<file path="src/hdl/fdc_pkg.sv">
`timescale 1ns / 1ps
// Shared types and constants for the flood duplicate cache.
// No dependencies; every other file imports this package.
package fdc_pkg;

    localparam int DEPTH     = 16;
    localparam int NODE_BITS = 8;
    localparam int MSG_BITS  = 8;
    localparam int SEQ_BITS  = 8;
    localparam int HOP_BITS  = 4;

    localparam logic CMD_CHECK = 1'b0;
    localparam logic CMD_ADD   = 1'b1;

    // Command word as it arrives on the port.
    typedef struct packed {
        logic       cmd;
        logic [7:0] node_id;
        logic [7:0] msg_id;
        logic [7:0] seq_num;
        logic [3:0] ttl;
    } t_cmd_word;

    typedef struct packed {
        logic is_duplicate;
        logic ttl_refreshed;
    } t_result_word;

    // One stored header, at the configured field widths.
    typedef struct packed {
        logic [NODE_BITS-1:0] node;
        logic [MSG_BITS-1:0]  msg;
        logic [SEQ_BITS-1:0]  seq;
        logic [HOP_BITS-1:0]  hop;
    } t_entry;

    // Match status handed from the older cell to the newer one.
    typedef struct packed {
        logic hit;
        logic refresh;
        logic dup;
    } t_chain;

endpackage

</file>
<file path="src/hdl/fdc_cell.sv">
`timescale 1ns / 1ps
// One cache cell: a stored header with its valid bit and match logic.
// Depends on fdc_pkg.
module fdc_cell import fdc_pkg::*; (
    input  logic   i_clk,
    input  logic   i_rst_n,
    input  logic   i_shift,
    input  logic   i_check,
    input  t_entry i_key,
    input  t_entry i_newer_entry,
    input  logic   i_newer_valid,
    input  t_chain i_chain,
    output t_entry o_entry,
    output logic   o_valid,
    output t_chain o_chain
);

    logic   r_valid, n_valid;
    t_entry r_entry, n_entry;
    logic   match, win, refresh;

    assign match   = r_valid && (r_entry.node == i_key.node) &&
                     (r_entry.msg == i_key.msg) && (r_entry.seq == i_key.seq);
    // only the oldest matching cell decides
    assign win     = match && !i_chain.hit;
    assign refresh = i_key.hop > r_entry.hop;

    always_comb begin
        o_chain.hit = i_chain.hit | match;
        if (win) begin
            o_chain.refresh = refresh;
            o_chain.dup     = !refresh;
        end else begin
            o_chain.refresh = i_chain.refresh;
            o_chain.dup     = i_chain.dup;
        end
    end

    always_comb begin
        n_valid = r_valid;
        n_entry = r_entry;
        if (i_shift) begin
            // advance toward the older end
            n_valid = i_newer_valid;
            n_entry = i_newer_entry;
        end else if (i_check && win && refresh) begin
            n_entry.hop = i_key.hop;
        end
    end

    always_ff @(posedge i_clk) begin
        if (!i_rst_n) begin
            r_valid <= 1'b0;
        end else begin
            r_valid <= n_valid;
        end
        r_entry <= n_entry;
    end

    assign o_entry = r_entry;
    assign o_valid = r_valid;

endmodule

</file>
<file path="src/hdl/flood_duplicate_cache_unit.sv">
`timescale 1ns / 1ps
// Top level of the flood duplicate cache: a row of fdc_cell instances.
// Depends on fdc_pkg and fdc_cell.
//
// The cache holds the last DEPTH added headers in a row of cells, newest in
// cell 0. An add word shifts every cell one place toward the old end and drops
// the oldest when the row is full; a check word compares all cells at once and
// the oldest match, found by a hit chain running from the old end to cell 0,
// decides the result and may take the larger hop count. One word is taken
// every cycle, so busy stays low; its result is registered and appears on
// o_result in the cycle after the word is taken, strobed by o_result_valid
// for that single cycle. The result cannot be held off and must be captured
// when strobed. The longest path is the per-cell compare plus the hit chain
// through all DEPTH cells. There is no clearing pass after reset.
module flood_duplicate_cache_unit import fdc_pkg::*; (
    input  logic         i_clk,
    input  logic         i_rst_n,
    input  logic         start,
    output logic         busy,
    input  t_cmd_word    i_cmd,
    output logic         o_result_valid,
    output t_result_word o_result
);

    logic         accept;
    logic         shift, check;
    t_entry       key;
    t_entry       cell_entry [DEPTH];
    logic         cell_valid [DEPTH];
    t_chain       chain      [DEPTH+1];
    logic         r_result_valid;
    t_result_word r_result, n_result;

    assign busy   = 1'b0;
    assign accept = start && !busy;
    assign shift  = accept && (i_cmd.cmd == CMD_ADD);
    assign check  = accept && (i_cmd.cmd == CMD_CHECK);

    assign key.node = NODE_BITS'(i_cmd.node_id);
    assign key.msg  = MSG_BITS'(i_cmd.msg_id);
    assign key.seq  = SEQ_BITS'(i_cmd.seq_num);
    assign key.hop  = HOP_BITS'(i_cmd.ttl);

    assign chain[DEPTH] = '0;

    for (genvar k = 0; k < DEPTH; k++) begin : g_cell
        t_entry newer_entry;
        logic   newer_valid;
        if (k == 0) begin : g_head
            assign newer_entry = key;
            assign newer_valid = 1'b1;
        end else begin : g_body
            assign newer_entry = cell_entry[k-1];
            assign newer_valid = cell_valid[k-1];
        end
        fdc_cell u_cell (
            .i_clk         (i_clk),
            .i_rst_n       (i_rst_n),
            .i_shift       (shift),
            .i_check       (check),
            .i_key         (key),
            .i_newer_entry (newer_entry),
            .i_newer_valid (newer_valid),
            .i_chain       (chain[k+1]),
            .o_entry       (cell_entry[k]),
            .o_valid       (cell_valid[k]),
            .o_chain       (chain[k])
        );
    end

    always_comb begin
        n_result = '0;
        if (i_cmd.cmd == CMD_CHECK) begin
            n_result.is_duplicate  = chain[0].dup;
            n_result.ttl_refreshed = chain[0].refresh;
        end
    end

    always_ff @(posedge i_clk) begin
        if (!i_rst_n) begin
            r_result_valid <= 1'b0;
        end else begin
            r_result_valid <= accept;
        end
        r_result <= n_result;
    end

    assign o_result_valid = r_result_valid;
    assign o_result       = r_result;

endmodule

</file>
<file path="config.mk">
export PLATFORM = sky130hd
export DESIGN_NAME = flood_duplicate_cache_unit
export DESIGN_NICKNAME = d
export VERILOG_FILES = /design/src/hdl/fdc_pkg.sv /design/src/hdl/fdc_cell.sv /design/src/hdl/flood_duplicate_cache_unit.sv
export SDC_FILE = /design/constraint.sdc
export NUM_CORES = 1
export LEC_CHECK = 0
export ABC_CLOCK_PERIOD_IN_PS = 23000
export BUFFER_PORTS_ARGS = -buffer_cell sky130_fd_sc_hd__buf_2
export CORE_MARGIN = 1
export CORE_UTILIZATION = 55
export CTS_CLUSTER_SIZE = 28
export DETAILED_ROUTE_END_ITERATION = 8
export HOLD_SLACK_MARGIN = 0.08
export PLACE_DENSITY = 0.76
export SLEW_MARGIN = 0
export SYNTH_ARGS = -nofsm -noshare
export SYNTH_HDL_FRONTEND = slang
export SYNTH_HIERARCHICAL = 1
export SYNTH_SLANG_ARGS = --single-unit
</file>
<file path="constraint.sdc">
create_clock -name i_clk -period 23 [get_ports i_clk]
set_input_delay 1.15 -clock i_clk [delete_from_list [all_inputs] [get_ports i_clk]]
set_output_delay 1.15 -clock i_clk [all_outputs]
set_load 0.02 [all_outputs]
</file>
# [After elaboration in Yosys (flattened, before gate mapping)]
# Cells that the tools add are included.
# Widths: inputs -> output; s select.
[word_totals] reg_bits=467 wordCells=354 out_inout_bits=4 inputBits=32
[classes] order_cmp=16 mux=48 n_eq_ne=48 n_bitwise=15 n_reduce_logical=144
[op_table] op="$eq 8x8->1" n=48
[op_table] op="$mux 4" n=32
[op_table] op="$logic_and 1x1->1" n=97
[op_table] op="$gt 4x4->1" n=16
[op_table] op="$mux 2" n=16
[op_table] op="$reduce_bool 2->1" n=16
[op_table] op="$logic_not 1->1" n=31
[op_table] op="$or 1x1->1" n=14
[op_table] op="$not 1->1" n=1

# [Logic depth before layout (Yosys ltp)]
# Gate-level depths: netlist of the first run.
[depth] ltp_word=24 mapped_depth=38 ltp_nobuf=38

# [Cells and area by module]
# The synthesis of the first run kept the hierarchy.
[modules_own_cells] mod="fdc_cell" instances=16 seq_area_each_um2=860.8 area_per_inst_um2=1353.8 cells_each=93
[modules_own_cells] mod="flood_duplicate_cache_unit" instances=1 seq_area_each_um2=60.1 area_per_inst_um2=106.4 cells_each=11

# [Worst setup path before layout of the first run]
# OpenSTA, ideal clock, no wires.
[synth_path] path_kind="input to register" from="in i_cmd[28] (netlist name)" to="reg g_cell[0].u_cell.r_entry (netlist bit g_cell[0].u_cell/o_entry[1]), data pin" setup_slack_ps=11885 t_arrival_ps=10855 required_ps=22740 path_stages=3 setup_ps=260 n_path_buf=1 path_cell_list="and2_1 clkbuf_1 mux2_2"
[synth_lines] item="start, declared" line="flood_duplicate_cache_unit.sv:20" rtl="input t_cmd_word i_cmd,"
[synth_lines] item="end signal, assigned" line="fdc_cell.sv:57" rtl="r_entry <= n_entry;"
[synth_lines] item="end, declared" line="fdc_cell.sv:19" rtl="t_entry r_entry, n_entry;"

==> flow_results.xml, run 1 <==
<?xml version="1.0" encoding="UTF-8"?>
<metrics>
  <group name="placed_design">
    <metric name="dpl.hpwl" unit="µm">26600</metric>
    <metric name="numPortBuffers" unit="">34</metric>
    <metric name="dp_cells" unit="">2043</metric>
    <metric name="routabilityCongestion" unit="">0.791</metric>
  </group>
  <group name="floorplanning">
    <metric name="boundaryPins" unit="">36</metric>
    <metric name="die_y" unit="µm">201</metric>
    <metric name="design.core.area" unit="mm²">0.0388</metric>
    <metric name="dieArea" unit="mm²">0.0404</metric>
    <metric name="num_rows" unit="">72</metric>
    <metric name="initial_core_utilization" unit="%">56.0</metric>
    <metric name="floorplan.die.width" unit="µm">201</metric>
  </group>
  <group name="global_routing">
    <metric name="grt_pass1_wl" unit="µm">63400</metric>
    <metric name="antenna_found_initial" unit="">1</metric>
    <metric name="pin_count_of_the_biggest_net_entering_global_routing" unit="">171</metric>
    <metric name="grt_pass1_vias" unit="">11800</metric>
    <metric name="global_route.usage.total" unit="%">20.2</metric>
    <metric name="overflow" unit="">0</metric>
  </group>
  <group name="sta">
    <metric name="maxClockFrequency" unit="GHz">0.159</metric>
    <metric name="final.min_clock_period" unit="ns">6.28</metric>
    <metric name="worst_clock_skew" unit="ns">0.0130</metric>
    <metric name="rsz0062_at_grt" unit="">false</metric>
    <metric name="fin_worst_hold_slack" unit="ns">0.464</metric>
    <metric name="timing.final.max_slew_violations" unit="">0</metric>
    <metric name="hold_violations" unit="">0</metric>
    <metric name="fin_setup_tns" unit="ns">0</metric>
    <metric name="fin_crit_sh" unit="%">27.3</metric>
    <metric name="relSlewSlack" unit="%">22.0</metric>
    <metric name="finalSetupViolCount" unit="">0</metric>
    <metric name="max_slew.worst_pin.slew" unit="ns">1.17</metric>
  </group>
  <group name="critical_path">
    <metric name="required" unit="ns">23.46</metric>
    <metric name="critical_path_endpoint_category" unit="">flop</metric>
    <metric name="worstSetupStartpoint" unit="">i_cmd[13]</metric>
    <metric name="r2r-end" unit="">o_result[1]$_SDFF_PP0_</metric>
    <metric name="timing_worst_setup_path_type" unit="">in2reg</metric>
    <metric name="cp-start-kind" unit="">primary input</metric>
    <metric name="cp_data_arrival_time" unit="ns">6.74</metric>
    <metric name="crit_fanout" unit="">17</metric>
    <metric name="cp-endpoint" unit="">o_result[1]$_SDFF_PP0_</metric>
    <metric name="crit-reg2reg-launch" unit="">g_cell[15].u_cell/o_entry[26]$_DFFE_PP_</metric>
    <metric name="worst-r2r-setup-slack" unit="ns">17.31</metric>
    <metric name="worst_r2r_path_depth" unit="">21</metric>
  </group>
  <group name="drt">
    <metric name="drc_errors" unit="">0</metric>
    <metric name="wire_per_inst" unit="µm">18.4</metric>
    <metric name="dr_total_vias" unit="">11500</metric>
    <metric name="antenna_violation_net_count_after_detailed_routing" unit="">0</metric>
    <metric name="first_pass_iters" unit="">7</metric>
    <metric name="detail_route.iter0.violations" unit="">879</metric>
    <metric name="vias_per_cell" unit="">5.38</metric>
    <metric name="route.final.wire_length" unit="µm">39200</metric>
  </group>
  <group name="synthesis">
    <metric name="ys.warnings.count" unit="">6</metric>
    <metric name="post_synth_instance_area" unit="mm²">0.0218</metric>
    <metric name="syn-mean-instance-area" unit="µm²">14.5</metric>
    <metric name="synthCells" unit="">1498</metric>
  </group>
  <group name="pwr">
    <metric name="vdd_drop_max" unit="V">0.0000644</metric>
    <metric name="power.static_leakage" unit="µW">0.00844</metric>
    <metric name="power_density" unit="mW/mm²">77.8</metric>
    <metric name="design_power_total" unit="µW">1870</metric>
  </group>
  <group name="clock_network">
    <metric name="cts_tree" unit="">built</metric>
    <metric name="cts_num_sinks" unit="">467</metric>
    <metric name="ctsHtreeMaxLevel" unit="">2</metric>
    <metric name="cts_made_buffers" unit="">49</metric>
    <metric name="clockRootBuffer" unit="">clkbuf_16</metric>
    <metric name="number_of_instances_resized_during_post_cts_repair" unit="">0</metric>
    <metric name="cts_setup_buffers" unit="">0</metric>
    <metric name="number_of_buffers_between_clock_root_and_the_deepest_sink" unit="">3</metric>
    <metric name="clock_pin_transition_on_the_worst_setup_and_hold_timing_paths" unit="ns">0.06</metric>
    <metric name="postCtsHoldBufs" unit="">0</metric>
    <metric name="worstSkewPairLatency" unit="ns">0.57</metric>
  </group>
  <group name="cells_and_area">
    <metric name="layout.cells.non_filler" unit="">2130</metric>
    <metric name="fraction_of_final_layout_cells_with_drive_strength_greater_than_1" unit="%">12.3</metric>
    <metric name="area_growth_from_synthesis_to_final_layout" unit="%">10.5</metric>
    <metric name="fin_nets" unit="">1672</metric>
    <metric name="final_util" unit="%">61.9</metric>
  </group>
  <group name="run_status">
    <metric name="run_status" unit="">completed</metric>
  </group>
  <group name="min_path">
    <metric name="min_path_type" unit="">reg2reg</metric>
  </group>
  <group name="flow_run">
    <metric name="drv_cap" unit="">0</metric>
  </group>
</metrics>
-- layer usage --
| layer | track usage, % | vias to the layer above | wire (µm) |
|---|---|---|---|
| li1 | - | 5563 | - |
| met1 | 27.6 | 5630 | 17200 |
| met2 | 32.9 | 201 | 19100 |
| met3 | 3.56 | 72 | 1870 |
| met4 | 6.32 | 2 | 920 |
| met5 | 0 | - | 13 |
-- critical path, stage by stage --
cell and delay (ns):
buf_2 0.42, xnor2_1 0.19, nand4_1 0.19, nor4_2 0.41
a31o_1 0.22, nand4b_2 0.17, mux2_4 0.31, mux2_4 0.26
mux2_4 0.25, mux2_4 0.26, mux2_4 0.26, mux2_4 0.25
mux2_4 0.25, mux2_4 0.25, mux2_4 0.25, mux2_4 0.25
mux2_4 0.26, mux2_4 0.26, mux2_4 0.25, mux2_4 0.25
mux2_4 0.25, nor2b_1 0.12
-- per-stage QoR --
stage,cell area [µm²],setup WS [ns]
3_5_place_dp,22600,16.16
2_1_floorplan,21800,11.89
6_report,24000,16.72
3_3_place_gp,22600,16.21
5_1_grt,24000,16.54
4_1_cts,24000,16.74
-- how the worst min path moves through the flow --
stage	start	endpoint	slack, ns	cells past startpoint
final	g_cell[5].u_cell/o_entry[4]$_DFFE_PP_	g_cell[6].u_cell/o_entry[4]$_DFFE_PP_	0.46	0
after detailed placement	g_cell[8].u_cell/o_entry[14]$_DFFE_PP_	g_cell[9].u_cell/o_entry[14]$_DFFE_PP_	0.45	0
after floorplan	g_cell[9].u_cell/o_entry[14]$_DFFE_PP_	g_cell[10].u_cell/o_entry[14]$_DFFE_PP_	0.45	0
after global placement	g_cell[3].u_cell/o_entry[15]$_DFFE_PP_	g_cell[4].u_cell/o_entry[15]$_DFFE_PP_	0.45	0
after CTS	g_cell[2].u_cell/o_entry[15]$_DFFE_PP_	g_cell[3].u_cell/o_entry[15]$_DFFE_PP_	0.47	0
after global routing	g_cell[0].u_cell/o_entry[5]$_DFFE_PP_	g_cell[1].u_cell/o_entry[5]$_DFFE_PP_	0.47	0
-- report_power, final --
part	switching, µW	internal [µW]
combinational	86.6	61.8
sequential	19.0	970
clock	314	417
total	420	1450
-- placed cells by master (no fill, tap or decap), types with 5 or more instances in the layout --
cell type and count:
inv_1 128, clkinv_1 7, o21ai_0 48, clkbuf_16 49
nor4_1 16, nor2b_1 19, nand3_1 16, mux2_4 16
o31ai_1 16, nand4b_2 16, a31o_1 15, edfxtp_1 448
buf_2 34, nand2_1 64, buf_4 5, xor2_1 64
mux2i_1 32, dfxtp_1 19, mux2_2 48, xnor2_1 320
ha_1 64, a21oi_1 32, clkinv_2 6, clkbuf_1 18
nor4_2 16, nand4_1 64, nor2_1 16, conb_1 6
-- area by class of cell --
| type | instances | area (µm²) |
|---|---|---|
| Fill cell | 2855 | 14800 |
| Sequential cell | 467 | 13800 |
| Multi-Input combinational cell | 890 | 7390 |
| Clock buffer | 68 | 1310 |
| Tap cell | 518 | 648 |
| Inverter | 128 | 480 |
| Timing Repair Buffer | 40 | 228 |
| Clock inverter | 18 | 140 |
| Antenna cell | 1 | 2.50 |
-- sequential cells by signal (all words and copies together), names as in the netlist --
| name | count |
|---|---|
| o_result | 2 |
| g_cell.u_cell/o_entry | 448 |
| g_cell.u_cell/o_valid | 16 |
| o_result_valid | 1 |
Note: power is estimated with default switching activity, not from simulation.
==> inputs of run 2 (changes only) <==
Settings changed: ABC_CLOCK_PERIOD_IN_PS 23000 to 5450, PLACE_DENSITY 0.76 to 0.79.
Clock period 23 ns to 5.45 ns, I/O delays scaled along.
==> flow_results.xml, run 2 (synthesis results as in run 1) <==
<?xml version="1.0" encoding="UTF-8"?>
<metrics>
  <group name="run_status">
    <metric name="run_status" unit="">complete, but fails checks</metric>
    <metric name="violations" unit="">hold timing, setup timing</metric>
  </group>
  <group name="global_routing">
    <metric name="antenna_found_initial" unit="">0</metric>
    <metric name="grt_pass1_wl" unit="µm">67000</metric>
    <metric name="overflow" unit="">0</metric>
    <metric name="pin_count_of_the_biggest_net_entering_global_routing" unit="">178</metric>
    <metric name="grt_pass1_vias" unit="">12300</metric>
    <metric name="global_route.usage.total" unit="%">21.3</metric>
  </group>
  <group name="drt">
    <metric name="dr_total_vias" unit="">12100</metric>
    <metric name="vias_per_cell" unit="">5.47</metric>
    <metric name="detail_route.iter0.violations" unit="">893</metric>
    <metric name="drc_errors" unit="">0</metric>
    <metric name="wire_per_inst" unit="µm">19.2</metric>
    <metric name="antenna_violation_net_count_after_detailed_routing" unit="">0</metric>
    <metric name="route.final.wire_length" unit="µm">42400</metric>
    <metric name="first_pass_iters" unit="">5</metric>
  </group>
  <group name="sta">
    <metric name="relSlewSlack" unit="%">30.1</metric>
    <metric name="rsz0062_at_grt" unit="">true</metric>
    <metric name="timing.final.max_slew_violations" unit="">0</metric>
    <metric name="final_critical_path_setup_slack" unit="ns">-0.294</metric>
    <metric name="hold_violations" unit="">2</metric>
    <metric name="maxClockFrequency" unit="GHz">0.174</metric>
    <metric name="final.min_clock_period" unit="ns">5.74</metric>
    <metric name="worst_clock_skew" unit="ns">0.0291</metric>
    <metric name="fin_worst_hold_slack" unit="ns">-0.0118</metric>
    <metric name="fin_crit_sh" unit="%">105</metric>
    <metric name="max_slew.worst_pin.slew" unit="ns">1.05</metric>
    <metric name="finalSetupViolCount" unit="">1</metric>
  </group>
  <group name="placed_design">
    <metric name="numPortBuffers" unit="">34</metric>
    <metric name="dpl.hpwl" unit="µm">28500</metric>
    <metric name="routabilityCongestion" unit="">0.834</metric>
    <metric name="dp_cells" unit="">2126</metric>
  </group>
  <group name="cells_and_area">
    <metric name="layout.cells.most_common" unit="">edfxtp_1</metric>
    <metric name="layout.cells.non_filler" unit="">2214</metric>
    <metric name="antennaDiodeCount" unit="">0</metric>
    <metric name="area_growth_from_synthesis_to_final_layout" unit="%">14.0</metric>
    <metric name="fin_nets" unit="">1755</metric>
    <metric name="largest_register_ffs" unit="">448</metric>
    <metric name="final_util" unit="%">63.9</metric>
    <metric name="fill_cells" unit="">2692</metric>
    <metric name="fraction_of_final_layout_cells_with_drive_strength_greater_than_1" unit="%">17.3</metric>
    <metric name="mostFrequentLayoutCells" unit="">448 x edfxtp_1, 319 x xnor2_1, 128 x inv_1</metric>
  </group>
  <group name="critical_path">
    <metric name="cp_data_arrival_time" unit="ns">6.20</metric>
    <metric name="timing_worst_setup_path_type" unit="">reg2reg</metric>
    <metric name="cp_common_cell" unit="">mux2_4</metric>
    <metric name="critical_path_endpoint_category" unit="">flop</metric>
    <metric name="worstPathCellList" unit="">xnor2_1, nand4_1, buf_4, nor4_4, a31o_1, nand4b_4, mux2_4, mux2_4, mux2_4, mux2_4, mux2_4, mux2_4, mux2_4, mux2_4, mux2_4, mux2_4, mux2_4, mux2_4, mux2_4, mux2_4, mux2_4, nor2b_1</metric>
    <metric name="required" unit="ns">5.90</metric>
    <metric name="crit_fanout" unit="">2</metric>
    <metric name="cpPeakStageDelay" unit="ns">0.40</metric>
    <metric name="worst_r2r_path_depth" unit="">22</metric>
    <metric name="cp-start-kind" unit="">flop</metric>
    <metric name="critical-path-slowest-cell" unit="">edfxtp_1</metric>
  </group>
  <group name="clock_network">
    <metric name="cts_num_sinks" unit="">467</metric>
    <metric name="worstSkewPairLatency" unit="ns">0.57</metric>
    <metric name="cts_made_buffers" unit="">48</metric>
    <metric name="cts_tree" unit="">built</metric>
    <metric name="postCtsHoldBufs" unit="">1</metric>
    <metric name="clockRootBuffer" unit="">clkbuf_16</metric>
    <metric name="number_of_buffers_between_clock_root_and_the_deepest_sink" unit="">3</metric>
    <metric name="ctsHtreeMaxLevel" unit="">2</metric>
    <metric name="clock_pin_transition_on_the_worst_setup_and_hold_timing_paths" unit="ns">0.06</metric>
  </group>
  <group name="pwr">
    <metric name="vdd_drop_max" unit="V">0.000276</metric>
    <metric name="design_power_total" unit="µW">8040</metric>
    <metric name="power.static_leakage" unit="µW">0.00895</metric>
    <metric name="power_density" unit="mW/mm²">324</metric>
  </group>
  <group name="floorplanning">
    <metric name="initial_core_utilization" unit="%">56.0</metric>
    <metric name="dieArea" unit="mm²">0.0404</metric>
    <metric name="num_rows" unit="">72</metric>
    <metric name="die_y" unit="µm">201</metric>
    <metric name="design.core.area" unit="mm²">0.0388</metric>
    <metric name="floorplan.die.width" unit="µm">201</metric>
    <metric name="boundaryPins" unit="">36</metric>
  </group>
  <group name="flow_run">
    <metric name="drv_cap" unit="">0</metric>
  </group>
  <group name="min_path">
    <metric name="min_path_type" unit="">in2reg</metric>
    <metric name="whs_path_depth" unit="">2</metric>
  </group>
</metrics>
==> run 2: changes by cell type in the layout (fill, tap and decap cells not counted), sizes merged <==
cell and delta:
inv +2, bufinv +2, clkbuf -12, clkinv +7, dlygate4sd3 +1, buf +83, clkinvlp +2, diode -1
==> run 2: worst max-delay path: cells and delay by family (launching register included) <==
kind            cells  cell delay [ns]
compound gates      1             0.22
xor+xnor            1             0.16
buf+inv             1             0.24
flops               1             0.40
mux                15             3.88
simple gates        4             0.73
==> run 2: layout make-up <==
type	count	area, µm²	area share [%]
clock buffers	56	1230	4.96
clock inverters	31	273	1.10
inverters	128	480	1.94
multi-input cells	890	7460	30.1
flip-flops and latches	467	13800	55.7
well taps	518	648	2.61
repair buffers	124	890	3.59
==> run 2: power by group <==
part           switching [µW]  leakage [µW]  total [µW]  internal, µW
clock                    1360      0.000731        3170          1810
combinational             384       0.00386         685           301
sequential               86.2       0.00436        4180          4090
total                    1830       0.00895        8040          6210
==> run 2: timing repair <==
| item | in CTS | in global routing |
|---|---|---|
| buffers inserted | 0 | 0 |
| hold endpoints to repair | 3 | 2 |
| pin swaps | 2 | 1 |
| setup endpoints to repair | 1 | 6 |
| gates resized for setup | 2 | 8 |
==> run 2: metrics by stage <==
step	setup TNS [ns]	area, µm²	hold slack (ns)	worst slack [ns]
global placement	-0.445	23200	0.450	-0.445
floorplan	0	21800	0.344	0.190
global route	-0.518	24800	-0.0112	-0.463
finish	-0.294	24800	-0.0118	-0.294
detailed placement	-0.497	23200	0.456	-0.497
CTS	-0.333	24800	-0.0472	-0.333
==> run 2: layer usage <==
metal	share of wire (%)	global-route usage, %	routed length, µm	vias to the layer above
met2	47	33.8	20000	290
met1	46	31.0	19400	6047
met4	1.6	4.74	697	0
li1	-	-	-	5731
met3	5.5	3.41	2320	51
met5	0	0	0	-
==> run 2: final timing paths <==
check | endpoint | slack [ns] | startpoint
worst max-delay path | o_result[1]$_SDFF_PP0_ | -0.29 | g_cell[15].u_cell/o_entry[5]$_DFFE_PP_
worst min-delay path | o_result[1]$_SDFF_PP0_ | -0.01 | i_cmd[28]
worst max register to register | o_result[1]$_SDFF_PP0_ | -0.29 | g_cell[15].u_cell/o_entry[5]$_DFFE_PP_
worst min register to register | g_cell[6].u_cell/o_entry[10]$_DFFE_PP_ | 0.46 | g_cell[5].u_cell/o_entry[10]$_DFFE_PP_
